$ cat src/rtl/core/watering_valve_pump_sequencer_top_macros.svh
// ----------------------------------------------------------------------------
// Watering valve pump sequencer assertion macros
// Concurrent assertion helpers that compile away when SYNTHESIS is defined.
// ----------------------------------------------------------------------------
`ifndef WATERING_VALVE_PUMP_SEQUENCER_TOP_MACROS_SVH
`define WATERING_VALVE_PUMP_SEQUENCER_TOP_MACROS_SVH

`ifndef SYNTHESIS
// Antecedent implies consequent in the same cycle.
`define WVPS_ASSERT_IMPLIES(lbl, clk, rstn, ante, cons) \
    lbl: assert property (@(posedge clk) disable iff (!rstn) (ante) |-> (cons)) \
        else $error("%m: implication check failed");
// Expression must never be true.
`define WVPS_ASSERT_NEVER(lbl, clk, rstn, expr) \
    lbl: assert property (@(posedge clk) disable iff (!rstn) !(expr)) \
        else $error("%m: forbidden condition seen");
`else
`define WVPS_ASSERT_IMPLIES(lbl, clk, rstn, ante, cons)
`define WVPS_ASSERT_NEVER(lbl, clk, rstn, expr)
`endif

`endif

$ cat src/rtl/core/wvps_pkg.sv
// ----------------------------------------------------------------------------
// Watering valve pump sequencer package
// Shared constants and controller/datapath interface types.
// ----------------------------------------------------------------------------
package wvps_pkg;

    localparam int POT_COUNT = 4;

    localparam int DIVIDEND_W = 40;
    localparam int DIVISOR_W  = 32;
    localparam int DIV_CNT_W  = $clog2(DIVIDEND_W);

    // Configuration register indexes.
    localparam logic [2:0] CFG_LOW_TEMP  = 3'd0;
    localparam logic [2:0] CFG_HIGH_TEMP = 3'd1;
    localparam logic [2:0] CFG_FLOW      = 3'd2;
    localparam logic [2:0] CFG_SETTLE    = 3'd3;
    localparam logic [2:0] CFG_TPS       = 3'd4;

    typedef struct packed {
        logic load;
        logic prod;
        logic dstart;
        logic dfix;
        logic mul;
        logic rstart;
        logic commit;
    } cmd_t;

    typedef struct packed {
        logic need_dose;
        logic div_done;
    } sts_t;

endpackage

$ cat src/rtl/core/wvps_div.sv
// ----------------------------------------------------------------------------
// Serial divider
// Restoring unsigned divider producing one quotient bit per cycle.
// ----------------------------------------------------------------------------
module wvps_div
    import wvps_pkg::*;
(
    input  logic                  aclk,
    input  logic                  aresetn,
    input  logic                  start,
    input  logic [DIVIDEND_W-1:0] dividend,
    input  logic [DIVISOR_W-1:0]  divisor,
    output logic [DIVIDEND_W-1:0] quotient,
    output logic [DIVISOR_W-1:0]  remainder,
    output logic                  done
);

    logic [DIVIDEND_W-1:0] q_reg;
    logic [DIVISOR_W-1:0]  r_reg;
    logic [DIVISOR_W-1:0]  dvs_reg;
    logic [DIV_CNT_W-1:0]  cnt_reg;
    logic                  busy_reg;
    logic                  done_reg;
    logic [DIVISOR_W:0]    shifted;
    logic                  ge;
    logic [DIVISOR_W:0]    diff;

    always_comb begin
        shifted = {r_reg, q_reg[DIVIDEND_W-1]};
        ge      = shifted >= {1'b0, dvs_reg};
        diff    = shifted - {1'b0, dvs_reg};
    end

    always_ff @(posedge aclk) begin
        if (!aresetn) begin
            busy_reg <= 1'b0;
            done_reg <= 1'b0;
            cnt_reg  <= '0;
        end else if (start) begin
            q_reg    <= dividend;
            r_reg    <= '0;
            dvs_reg  <= divisor;
            cnt_reg  <= '0;
            busy_reg <= 1'b1;
            done_reg <= 1'b0;
        end else if (busy_reg) begin
            q_reg <= {q_reg[DIVIDEND_W-2:0], ge};
            r_reg <= ge ? diff[DIVISOR_W-1:0] : shifted[DIVISOR_W-1:0];
            if (cnt_reg == DIV_CNT_W'(DIVIDEND_W - 1)) begin
                busy_reg <= 1'b0;
                done_reg <= 1'b1;
            end
            cnt_reg <= cnt_reg + 1'b1;
        end
    end

    assign quotient  = q_reg;
    assign remainder = r_reg;
    assign done      = done_reg;

endmodule

$ cat src/rtl/core/wvps_datapath.sv
// ----------------------------------------------------------------------------
// Sequencer datapath
// Holds configuration, the watering sequence state, timers and dose math.
// ----------------------------------------------------------------------------
module wvps_datapath
    import wvps_pkg::*;
(
    input  logic        aclk,
    input  logic        aresetn,
    input  cmd_t        cmd,
    output sts_t        sts,
    input  logic        cfg_we,
    input  logic [2:0]  cfg_index,
    input  logic [15:0] cfg_data,
    input  logic [71:0] in_data,
    output logic [31:0] out_data
);

    typedef enum logic [3:0] {
        SQ_IDLE        = 4'd0,
        SQ_CHECK_START = 4'd1,
        SQ_START       = 4'd2,
        SQ_START_TIMER = 4'd3,
        SQ_EN_VALVE    = 4'd4,
        SQ_WAIT_VALVE  = 4'd5,
        SQ_EN_PUMP     = 4'd6,
        SQ_CHECK_STOP  = 4'd7,
        SQ_STOP        = 4'd8,
        SQ_DIS_PUMP    = 4'd9,
        SQ_WAIT_PUMP   = 4'd10,
        SQ_DIS_VALVES  = 4'd11,
        SQ_POST        = 4'd12,
        SQ_RESET       = 4'd13
    } seq_t;

    // Configuration.
    logic signed [11:0] lo_reg, hi_reg;
    logic [15:0]        flow_reg, settle_reg, tps_reg;

    // Latched input item.
    logic               req_reg, valid_reg;
    logic [1:0]         pot_reg;
    logic signed [11:0] temp_reg;
    logic [15:0]        mn_reg, mx_reg, corr_reg;

    // Sequence state.
    seq_t        seq_reg, seq_next;
    logic [3:0]  valve_reg;
    logic        pump_reg, run_active_reg;
    logic [31:0] run_left_reg;
    logic [15:0] wait_left_reg;
    logic [15:0] dose_reg;
    logic        dv_reg, clrpot_reg, clrreq_reg;

    // Arithmetic intermediates.
    logic signed [29:0] prod_reg;
    logic [15:0]        new_dose_reg;
    logic [39:0]        num_reg;
    logic [31:0]        den_reg;

    logic signed [12:0] diff_t, diff_pt;
    logic signed [16:0] diff_d;
    logic [29:0]        prod_abs;
    logic [12:0]        pt_abs;
    logic               neg;
    logic [30:0]        mag;
    logic signed [31:0] qf, sum, mn_s, mx_s;
    logic [15:0]        dose_calc;
    logic [40:0]        run_sum;
    logic [31:0]        run_val;

    logic               div_start;
    logic [39:0]        div_dividend, quotient;
    logic [31:0]        div_divisor, remainder;
    logic               div_done;

    always_comb begin
        diff_t   = 13'(temp_reg) - 13'(lo_reg);
        diff_pt  = 13'(hi_reg) - 13'(lo_reg);
        diff_d   = $signed({1'b0, mx_reg}) - $signed({1'b0, mn_reg});
        prod_abs = prod_reg[29] ? 30'(-prod_reg) : 30'(prod_reg);
        pt_abs   = diff_pt[12] ? 13'(-diff_pt) : 13'(diff_pt);
        neg      = prod_reg[29] ^ diff_pt[12];
        // Floor division: a negative quotient with a remainder drops one more.
        mag      = {1'b0, quotient[29:0]} + 31'(neg && (remainder != '0));
        qf       = neg ? -$signed({1'b0, mag}) : $signed({1'b0, mag});
        mn_s     = $signed({16'd0, mn_reg});
        mx_s     = $signed({16'd0, mx_reg});
        sum      = mn_s + qf;
        if (lo_reg == hi_reg) begin
            dose_calc = (temp_reg >= lo_reg) ? mx_reg : mn_reg;
        end else if (sum < mn_s) begin
            dose_calc = mn_reg;
        end else if (sum > mx_s) begin
            dose_calc = mx_reg;
        end else begin
            dose_calc = sum[15:0];
        end
        run_sum = {1'b0, quotient} + 41'(settle_reg);
        if (den_reg == '0 || run_sum[40:32] != '0) begin
            run_val = '1;
        end else begin
            run_val = run_sum[31:0];
        end
    end

    assign div_start    = cmd.dstart || cmd.rstart;
    assign div_dividend = cmd.dstart ? {10'd0, prod_abs} : num_reg;
    assign div_divisor  = cmd.dstart ? {19'd0, pt_abs} : den_reg;

    wvps_div u_div (
        .aclk      (aclk),
        .aresetn   (aresetn),
        .start     (div_start),
        .dividend  (div_dividend),
        .divisor   (div_divisor),
        .quotient  (quotient),
        .remainder (remainder),
        .done      (div_done)
    );

    always_ff @(posedge aclk) begin
        if (!aresetn) begin
            lo_reg     <= 12'sd100;
            hi_reg     <= 12'sd300;
            flow_reg   <= 16'd30;
            settle_reg <= 16'd2000;
            tps_reg    <= 16'd1000;
        end else if (cfg_we) begin
            case (cfg_index)
                CFG_LOW_TEMP:  lo_reg     <= cfg_data[11:0];
                CFG_HIGH_TEMP: hi_reg     <= cfg_data[11:0];
                CFG_FLOW:      flow_reg   <= cfg_data;
                CFG_SETTLE:    settle_reg <= cfg_data;
                CFG_TPS:       tps_reg    <= cfg_data;
                default: ;
            endcase
        end
    end

    // Payload registers for the arithmetic need no reset.
    always_ff @(posedge aclk) begin
        if (cmd.load) begin
            req_reg   <= in_data[1];
            valid_reg <= in_data[2];
            pot_reg   <= in_data[4:3];
            temp_reg  <= in_data[16:5];
            mn_reg    <= in_data[32:17];
            mx_reg    <= in_data[48:33];
            corr_reg  <= in_data[64:49];
        end
        if (cmd.prod) begin
            prod_reg <= diff_t * diff_d;
        end
        if (cmd.dfix) begin
            new_dose_reg <= dose_calc;
        end
        if (cmd.mul) begin
            num_reg <= {32'(new_dose_reg) * 32'(tps_reg), 8'd0};
            den_reg <= flow_reg * corr_reg;
        end
    end

    always_comb begin
        seq_next = SQ_IDLE;
        case (seq_reg)
            SQ_IDLE:        seq_next = SQ_CHECK_START;
            SQ_CHECK_START: seq_next = (req_reg && valid_reg) ? SQ_START : SQ_CHECK_START;
            SQ_START:       seq_next = SQ_START_TIMER;
            SQ_START_TIMER: seq_next = valid_reg ? SQ_EN_VALVE : SQ_STOP;
            SQ_EN_VALVE:    seq_next = valid_reg ? SQ_WAIT_VALVE : SQ_STOP;
            SQ_WAIT_VALVE:  seq_next = (wait_left_reg == '0) ? SQ_EN_PUMP : SQ_WAIT_VALVE;
            SQ_EN_PUMP:     seq_next = SQ_CHECK_STOP;
            SQ_CHECK_STOP:  seq_next = (!req_reg || (run_active_reg && run_left_reg == '0))
                                       ? SQ_STOP : SQ_CHECK_STOP;
            SQ_STOP:        seq_next = SQ_DIS_PUMP;
            SQ_DIS_PUMP:    seq_next = SQ_WAIT_PUMP;
            SQ_WAIT_PUMP:   seq_next = (wait_left_reg == '0) ? SQ_DIS_VALVES : SQ_WAIT_PUMP;
            SQ_DIS_VALVES:  seq_next = SQ_POST;
            SQ_POST:        seq_next = SQ_RESET;
            SQ_RESET:       seq_next = SQ_IDLE;
            default:        seq_next = SQ_IDLE;
        endcase
    end

    always_ff @(posedge aclk) begin
        if (!aresetn) begin
            seq_reg        <= SQ_IDLE;
            valve_reg      <= '0;
            pump_reg       <= 1'b0;
            run_left_reg   <= '0;
            run_active_reg <= 1'b0;
            wait_left_reg  <= '0;
            dose_reg       <= '0;
            dv_reg         <= 1'b0;
            clrpot_reg     <= 1'b0;
            clrreq_reg     <= 1'b0;
        end else if (cmd.load) begin
            if (in_data[0]) begin
                if (wait_left_reg != '0) begin
                    wait_left_reg <= wait_left_reg - 1'b1;
                end
                if (run_active_reg && run_left_reg != '0) begin
                    run_left_reg <= run_left_reg - 1'b1;
                end
            end
        end else if (cmd.commit) begin
            seq_reg    <= seq_next;
            dv_reg     <= (seq_reg == SQ_START_TIMER) && valid_reg;
            clrpot_reg <= (seq_reg == SQ_POST) && valid_reg;
            clrreq_reg <= (seq_reg == SQ_RESET);
            case (seq_reg)
                SQ_START_TIMER: begin
                    if (valid_reg) begin
                        dose_reg       <= new_dose_reg;
                        run_left_reg   <= run_val;
                        run_active_reg <= 1'b1;
                    end
                end
                SQ_EN_VALVE: begin
                    if (valid_reg) begin
                        if (int'(pot_reg) < POT_COUNT) begin
                            valve_reg[pot_reg] <= 1'b1;
                        end
                        wait_left_reg <= settle_reg;
                    end
                end
                SQ_EN_PUMP:    pump_reg       <= 1'b1;
                SQ_STOP:       run_active_reg <= 1'b0;
                SQ_DIS_PUMP: begin
                    pump_reg      <= 1'b0;
                    wait_left_reg <= settle_reg;
                end
                SQ_DIS_VALVES: valve_reg <= '0;
                default: ;
            endcase
        end
    end

    assign sts.need_dose = (seq_reg == SQ_START_TIMER) && valid_reg;
    assign sts.div_done  = div_done;

    assign out_data = {3'd0, run_active_reg, clrreq_reg, clrpot_reg, dv_reg,
                       dose_reg, seq_reg, pump_reg, valve_reg};

endmodule

$ cat src/rtl/core/wvps_ctrl.sv
// ----------------------------------------------------------------------------
// Sequencer controller
// Steps each item through load, dose and run division when due, and delivery.
// ----------------------------------------------------------------------------
module wvps_ctrl
    import wvps_pkg::*;
(
    input  logic aclk,
    input  logic aresetn,
    input  logic s_tvalid,
    output logic s_tready,
    output logic m_tvalid,
    input  logic m_tready,
    input  sts_t sts,
    output cmd_t cmd
);

    typedef enum logic [3:0] {
        C_IDLE,
        C_PROD,
        C_DSTART,
        C_DWAIT,
        C_DFIX,
        C_MUL,
        C_RSTART,
        C_RWAIT,
        C_COMMIT,
        C_OUT
    } ctrl_t;

    ctrl_t state_reg;

    always_ff @(posedge aclk) begin
        if (!aresetn) begin
            state_reg <= C_IDLE;
        end else begin
            case (state_reg)
                C_IDLE:   if (s_tvalid) state_reg <= C_PROD;
                C_PROD:   state_reg <= sts.need_dose ? C_DSTART : C_COMMIT;
                C_DSTART: state_reg <= C_DWAIT;
                C_DWAIT:  if (sts.div_done) state_reg <= C_DFIX;
                C_DFIX:   state_reg <= C_MUL;
                C_MUL:    state_reg <= C_RSTART;
                C_RSTART: state_reg <= C_RWAIT;
                C_RWAIT:  if (sts.div_done) state_reg <= C_COMMIT;
                C_COMMIT: state_reg <= C_OUT;
                C_OUT:    if (m_tready) state_reg <= C_IDLE;
                default:  state_reg <= C_IDLE;
            endcase
        end
    end

    assign s_tready   = (state_reg == C_IDLE);
    assign m_tvalid   = (state_reg == C_OUT);
    assign cmd.load   = s_tready && s_tvalid;
    assign cmd.prod   = (state_reg == C_PROD);
    assign cmd.dstart = (state_reg == C_DSTART);
    assign cmd.dfix   = (state_reg == C_DFIX);
    assign cmd.mul    = (state_reg == C_MUL);
    assign cmd.rstart = (state_reg == C_RSTART);
    assign cmd.commit = (state_reg == C_COMMIT);

endmodule

$ cat src/rtl/core/watering_valve_pump_sequencer_top.sv
// ----------------------------------------------------------------------------
// Watering valve pump sequencer
// Each input transfer is one control pass of the valve and pump sequence; each
// pass returns exactly one result transfer with outputs and pulses.
// Channels: s_* carries the control pass, m_* the result, and the cfg_* port
// writes the five configuration registers (index 0 low temperature point,
// 1 high temperature point, 2 pump flow rate, 3 settle wait, 4 ticks per second).
// A pass that does not compute a dose goes from the product step straight to
// commit and output. The pass that computes the dose runs two 40-step serial
// divisions on the shared divider, first for the dose and then for the run
// time, before commit and output. That divider sets the throughput.
// One item is worked on at a time: s_tready is high only while the block is
// empty, and rises again the cycle after the result transfer completes.
// When the receiver stalls, the result stays in the output register and no
// new input is taken until m_tready is seen high.
// Reset (aresetn low, synchronous) returns the sequence to idle, closes all
// valves, turns the pump off, clears the timers and the held dose, and loads
// the configuration reset values.
// ----------------------------------------------------------------------------
`include "watering_valve_pump_sequencer_top_macros.svh"

module watering_valve_pump_sequencer_top
    import wvps_pkg::*;
(
    input  logic        aclk,
    input  logic        aresetn,
    // Configuration write port.
    input  logic        cfg_we,
    input  logic [2:0]  cfg_index,
    input  logic [15:0] cfg_data,
    // Input channel. tdata from bit 0 up: time_tick, request_watering,
    // settings_valid, pot_index[1:0], temperature[11:0], min_dose_ml[15:0],
    // max_dose_ml[15:0], flow_correction[15:0], zero fill.
    input  logic        s_tvalid,
    output logic        s_tready,
    input  logic [71:0] s_tdata,
    // Result channel. tdata from bit 0 up: valve_open_mask[3:0], pump_on,
    // sequence_state[3:0], dose_ml[15:0], dose_valid, clear_pot_flag,
    // clear_request, watering_active, zero fill.
    output logic        m_tvalid,
    input  logic        m_tready,
    output logic [31:0] m_tdata
);

    cmd_t cmd;
    sts_t sts;

    // The controller sequences the steps; the datapath does all arithmetic.
    wvps_ctrl u_ctrl (
        .aclk     (aclk),
        .aresetn  (aresetn),
        .s_tvalid (s_tvalid),
        .s_tready (s_tready),
        .m_tvalid (m_tvalid),
        .m_tready (m_tready),
        .sts      (sts),
        .cmd      (cmd)
    );

    wvps_datapath u_datapath (
        .aclk      (aclk),
        .aresetn   (aresetn),
        .cmd       (cmd),
        .sts       (sts),
        .cfg_we    (cfg_we),
        .cfg_index (cfg_index),
        .cfg_data  (cfg_data),
        .in_data   (s_tdata),
        .out_data  (m_tdata)
    );

    // Only one item is in flight, so input and output are never open together.
    `WVPS_ASSERT_NEVER(a_one_in_flight, aclk, aresetn, s_tready && m_tvalid)
    // A fresh dose is only reported on the step that enters the enable valve state.
    `WVPS_ASSERT_IMPLIES(a_dose_state, aclk, aresetn, m_tvalid && m_tdata[25],
                         m_tdata[8:5] == 4'd4)
    // The request clear pulse comes with the return to idle.
    `WVPS_ASSERT_IMPLIES(a_clear_idle, aclk, aresetn, m_tvalid && m_tdata[27],
                         m_tdata[8:5] == 4'd0)
    // The pump only runs with a valve open.
    `WVPS_ASSERT_IMPLIES(a_pump_valve, aclk, aresetn, m_tvalid && m_tdata[4],
                         m_tdata[3:0] != 4'd0)

endmodule

$ cat config.mk
export PLATFORM = sky130hd
export DESIGN_NAME = watering_valve_pump_sequencer_top
export DESIGN_NICKNAME = d
export VERILOG_FILES = /design/src/rtl/core/wvps_pkg.sv /design/src/rtl/core/wvps_div.sv /design/src/rtl/core/wvps_datapath.sv /design/src/rtl/core/wvps_ctrl.sv /design/src/rtl/core/watering_valve_pump_sequencer_top.sv
export VERILOG_INCLUDE_DIRS = /design/src /design/src/rtl/core
export SDC_FILE = /design/constraint.sdc
export NUM_CORES = 2
export LEC_CHECK = 0
export ABC_CLOCK_PERIOD_IN_PS = 10400
export BUFFER_PORTS_ARGS = -buffer_cell sky130_fd_sc_hd__buf_2
export CORE_MARGIN = 1.5
export CORE_UTILIZATION = 65
export CTS_BUF_LIST = sky130_fd_sc_hd__clkbuf_4 sky130_fd_sc_hd__clkbuf_8
export DETAILED_ROUTE_END_ITERATION = 10
export PLACE_DENSITY = 0.89
export SLEW_MARGIN = 20
export SYNTH_ARGS = -nofsm -noshare
export SYNTH_HDL_FRONTEND = slang
export SYNTH_HIERARCHICAL = 1
export SYNTH_SLANG_ARGS = --single-unit
$ cat constraint.sdc
create_clock -name aclk -period 10.4 [get_ports aclk]
set_input_delay 2.6 -clock aclk [delete_from_list [all_inputs] [get_ports aclk]]
set_output_delay 2.6 -clock aclk [all_outputs]
set_load 0.005 [all_outputs]
### Word level (Yosys, flattened, before mapping)

Index checks and enable logic that the tools add are counted.

* bits in read-only memories: 0
* RAM bits: 0
* bits of input ports: 96
* output and inout port bits: 34
* register bits: 439
* latch bits: 0
* word-level logic and storage cells: 194
* memories kept: 0

* $add $sub $neg: 13
* muxes and demuxes: 49
* equality and inequality tests: 38
* magnitude comparators: 6
* reduce and logical (&&, ||, !) cells: 47
* $mul: 3
* divide/modulo/power cells: 0
* bitwise operators: 4
* shifts and indexed selects: 0

Operator list (number)
* 2-to-1 mux 32 bit: 10
* 2-to-1 mux 16 bit: 9
* 2-to-1 mux 40 bit: 3
* logical NOT 32 bit: 2
* multiplier 16 x 16 -> 32 bit: 2
* nonzero test 32 bit: 2
* case mux 4 bit (13 select lines): 1
* adder 40 x 16 -> 41 bit: 1
* case mux 4 bit (10 select lines): 1
* 2-to-1 mux 4 bit: 9
* >= comparator 33 x 32 -> 1 bit: 1
* adder 17 x 32 -> 32 bit: 1
* == test 4 x 3 -> 1 bit (second input constant): 8
* == test 4 bit (second input constant): 8
* greater-than comparator 32 x 17 -> 1 bit: 1
* less-than comparator 32 x 17 -> 1 bit: 1
* negator 31 -> 32 bit: 1
* case mux 16 bit (2 select lines): 1
* subtractor 32 x 1 -> 32 bit (second input constant): 1
* subtractor 32 bit: 1
* adder 30 x 1 -> 31 bit: 1
* multiplier 13 x 17 -> 30 bit: 1
* 2-to-1 mux 30 bit: 1
* negator 30 bit: 1
* 42 further kinds: 92

### Depth between registers and ports, before layout

* depth after elaboration: 11
* depth in mapped cells: 41
* mapped depth without buffers: 39

### Modules after synthesis

The synthesis kept the hierarchy.

Modules (own cells, without submodules)
* wvps_datapath: instances 1, cells an instance 5104, area each 44936.8 µm²
* wvps_div: instances 1, cells an instance 567, area each 6486.2 µm²
* wvps_ctrl: instances 1, cells an instance 42, area each 339.1 µm²

### Worst setup path before layout

Ideal clock, no wire load.

* path kind: register to register
* start: reg u_datapath.mx_reg[0]
* end: reg u_datapath.prod_reg[28], data pin
* setup slack: 1272 ps
* arrival time: 8870 ps
* cell stages (with the launch flop): 36
* path buffers: 1
* library setup time: 258 ps
* cell sequence: edfxtp_1 -> inv_1 -> ha_1 -> inv_1 -> fa_1 -> a21o_1 -> a21oi_1 -> o21ai_0 -> a21oi_1 -> o21ai_0 -> a21oi_1 -> o21ai_0 -> a21oi_1 -> nor2b_1 -> or4_1 -> a31oi_1 -> xnor2_1 -> clkbuf_1 -> and2_1 -> fa_1 -> fa_1 -> fa_1 -> inv_1 -> fa_1 -> fa_1 -> inv_1 -> ha_1 -> ha_1 -> o41ai_1 -> o21ai_0 -> o41ai_1 -> o21ai_0 -> o211a_1 -> a21o_1 -> a21oi_1 -> xnor2_1

* word-level cells in the longest chain between the ends: 2

RTL lines
* start: declaration: line wvps_datapath.sv:44 `logic [15:0] mn_reg, mx_reg, corr_reg;`
* start signal: assignment: line wvps_datapath.sv:149 `mx_reg <= in_data[48:33];`
* subtractor 16 x 16 -> 17 bit: line wvps_datapath.sv:80 `diff_d = $signed({1'b0, mx_reg}) - $signed({1'b0, mn_reg});`
* multiplier 13 x 17 -> 30 bit: line wvps_datapath.sv:153 `prod_reg <= diff_t * diff_d;`
* end signal: assignment: line wvps_datapath.sv:153
* end: declaration: line wvps_datapath.sv:56 `logic signed [29:0] prod_reg;`

Every way passes these cells.
A chain may end at the register's enable or synchronous reset.

### Worst setup path after layout

* start: reg u_datapath.mn_reg[1]
* end: reg u_datapath.prod_reg[28], data pin

* word-level cells in the longest chain between the ends: 2

RTL lines
* start: declaration: line wvps_datapath.sv:44
* start signal: assignment: line wvps_datapath.sv:148 `mn_reg <= in_data[32:17];`
* subtractor 16 x 16 -> 17 bit: line wvps_datapath.sv:80
* multiplier 13 x 17 -> 30 bit: line wvps_datapath.sv:153

Every way passes these cells.

==> reports/metrics.csv <==
stage,metric,value,unit
sta,worst_pin_slew,1200,ps
drt,via_per_inst,6.23,
grt,grt_start_max_net_pins,86,
cts,cts_max_level,3,
cts,post_cts_buffers,0,
sta,rsz0062_at_grt,false,
synth,ys_top_cells_by_count,"816 x inv_1, 788 x nand2_1, 600 x fa_1",
floorplanning,dieHeight,285,um
worst_setup_path,timing.critical_path.to,u_datapath/prod_reg[28],
grt,gr-total-overflow,0,
synth,avgSynthCellArea,9.06,um^2
synth,synth_edf_count,278,
finish,drive_above_1_share,7.80,%
synth,ys_ff_latch,439,
floorplanning,io_pins,130,
synth,synth_area_leader_cell,fa_1,
worst_setup_path,r2r-start,u_datapath/mn_reg[1],
grt,antenna_found_initial,7,
floorplanning,fp.dieW,285,um
floorplanning,fp.coreArea,78900,um^2
floorplanning,dieArea,81300,um^2
cts,numCtsBuffers,79,
sta,post-route-period-util,94.6,%
cts,clock-sinks,439,
worst_setup_path,end_kind,flop,
sta,skew,47.6,ps
worst_setup_path,crit_slowest_cell,xor2_1,
synth,synth_area,51800,um^2
sta,hold_viol_final,0,
worst_setup_path,cp-start-kind,flop,
cts,cts_max_path_buffers,3,
worst_setup_path,arrival,10260,ps
grt,grt_pass1_wl,219000,um
synth,synth_top_area_share,23.2,%
sta,slew_headroom,19.2,%
drt,dr.pass1.iters,6,
job,max-cap-violations,0,
placement,io_buffer_count,119,
drt,drt_iter0_drc,4458,
floorplanning,start_util,65.6,%
finish,final_cell_area,54700,um^2
worst_setup_path,timing.reg2reg.setup_slack,570,ps
drt,vias,42500,
synth,yosysMostFrequentCell,inv_1,
placement,gp_congestion,0.976,
synth,async_flop_share,0,%
sta,max_freq,0.102,GHz
finish,nets,6829,
drt,drc,0,
worst_setup_path,ff2ff_path_depth,34,
worst_setup_path,rr_endpoint,u_datapath/prod_reg[28],
synth,synthCells,5713,
sta,drv_slew,0,
grt,grtUsageTotal,34.0,%
synth,yosysWarningCount,6,
worst_setup_path,cp_max_fo,8,
cts,cts_tree,built,
placement,placed_area,52900,um^2
drt,routed_wl,138000,um
status,status,finished clean,
cts,clkLatencyLatePin,730,ps
sta,finalCriticalPeriod,9830,ps
finish,fillCellCount,5668,
sta,finalSetupViolCount,0,
worst_hold_path,hold_class,reg2reg,
worst_setup_path,path_class,reg2reg,
synth,ys.flop_type,edfxtp_1,
worst_setup_path,cpMostUsedCell,o21ai_0,
drt,ant_nets,0,
synth,ys_seq_area_share,22.4,%
drt,wl_per_cell,20.3,um
cts,holdBufCountCts,0,
finish,area_growth,5.62,%
grt,grt_pass1_vias,42800,
worst_setup_path,crit_start,u_datapath/mn_reg[1],
placement,hpwl,105000,um
floorplanning,rows,103,
worst_setup_path,critPathRequiredTime,10830,ps
sta,finalSetupTns,0,ps
synth,synthDistinctLibCells,107,
finish,largest_register_ff_count,40,
cts,cts-root-buf,clkbuf_8,
cts,clk_pin_slew,60,ps
synth,synth.area.top_cells,"fa_1 23%, edfxtp_1 16%, ha_1 10%, dfxtp_1 6.2%, inv_1 5.9%",
worst_setup_path,cp_slowest_stage_delay,640,ps
## critical path: cells and delay by family (launching register included)
kind / cells / cell delay (ps)
AND/OR/NAND/NOR: 4 / 640
buffers and inverters: 4 / 410
adder cells (fa/ha/maj): 8 / 3670
flip-flops: 1 / 390
AO/OA/AOI/OAI: 16 / 3720
XOR/XNOR: 2 / 730
## stage by stage
stage / setup slack (ps) / utilization [%] / cells / hold slack, ps
after floorplan: 1270 / - / 5715 / 438
after global placement: 739 / 67.1 / 6673 / 444
after detailed placement: 443 / 67.1 / 6673 / 456
after CTS: 334 / 69.2 / 6816 / 465
after global routing: 74.0 / 69.3 / 6818 / 484
final: 566 / 69.3 / 6818 / 460
## layer usage
metal / GRT usage [%] / up-vias / wire length (um)
met5: 0 / - / 68
met4: 18.0 / 10 / 7770
met3: 9.66 / 582 / 17000
met2: 52.8 / 2497 / 62200
met1: 43.2 / 20500 / 51200
li1: - / 18900 / -
## worst min-delay path by stage
| stage | startpoint | endpoint | slack [ps] | cells past startpoint |
|---|---|---|---|---|
| finish | u_datapath/dose_reg[2] | u_datapath/dose_reg[2] | 460 | 2 |
| CTS | u_datapath/dose_reg[2] | u_datapath/dose_reg[2] | 470 | 2 |
| global route | u_datapath/lo_reg[11] | u_datapath/lo_reg[11] | 480 | 2 |
| floorplan | u_datapath/u_div/done | u_datapath/u_div/done | 440 | 2 |
| detailed placement | u_datapath/valve_reg[1] | u_datapath/valve_reg[1] | 460 | 2 |
| global placement | u_datapath/valve_reg[3] | u_datapath/valve_reg[3] | 440 | 2 |
## layout make-up
| class | count | area, um^2 | share of cell area (%) |
|---|---|---|---|
| tap | 1050 | 1310 | 2.40 |
| timing repair buffer | 159 | 911 | 1.67 |
| antenna | 1 | 2.50 | 0.00458 |
| clock buffer | 114 | 1420 | 2.60 |
| sequential | 439 | 11600 | 21.2 |
| multi-input combinational | 4210 | 36100 | 66.1 |
| inverter | 816 | 3060 | 5.60 |
| clock inverter | 29 | 246 | 0.451 |
## layout by cell type, fill, tap and decap left out, types with 14 or more instances in the layout
| cell | instances |
|---|---|
| clkbuf_8 | 90 |
| buf_4 | 40 |
| xor2_1 | 111 |
| o31ai_1 | 25 |
| a211oi_1 | 36 |
| nor4_1 | 38 |
| xnor2_1 | 171 |
| o21bai_1 | 17 |
| clkbuf_4 | 24 |
| nor2_1 | 311 |
| nor3_1 | 80 |
| a21boi_0 | 82 |
| a31oi_1 | 36 |
| a21oi_1 | 228 |
| nand2_1 | 788 |
| nand3_1 | 117 |
| inv_1 | 816 |
| or4_1 | 14 |
| dfxtp_1 | 161 |
| o21ai_0 | 134 |
| or2_2 | 23 |
| a21o_1 | 58 |
| and3_1 | 43 |
| mux2_2 | 44 |
| fa_1 | 600 |
| edfxtp_1 | 278 |
| nand2b_1 | 37 |
| buf_2 | 118 |
| mux2i_1 | 32 |
| nor2b_1 | 76 |
| and2_1 | 256 |
| o21a_1 | 32 |
| or3_1 | 50 |
| ha_1 | 428 |
| nand4_1 | 57 |
| o211ai_1 | 33 |
| and4_1 | 14 |
## timing repair
action	4_1_cts	5_1_grt
endpoints found under the hold margin	0	0
endpoints found under the setup margin	0	3
resized for setup	0	8
## kinds of logic (layout without fill, tap and decap cells)
logic type,Yosys count,in the layout,synth area share [%]
AND/OR/NAND/NOR,1956,1956,18.3
other,1,4,0.00724
AO/OA/AOI/OAI,862,862,11.4
flip-flops,439,439,22.4
multiplexers,76,76,1.58
buffers and inverters,1066,1118,8.04
adder cells (fa/ha/maj),1028,1028,33.6
XOR/XNOR,285,285,4.82
Power is not shown: default switching activity piles up to over one toggle a cycle in this logic, so the estimate is an artifact.
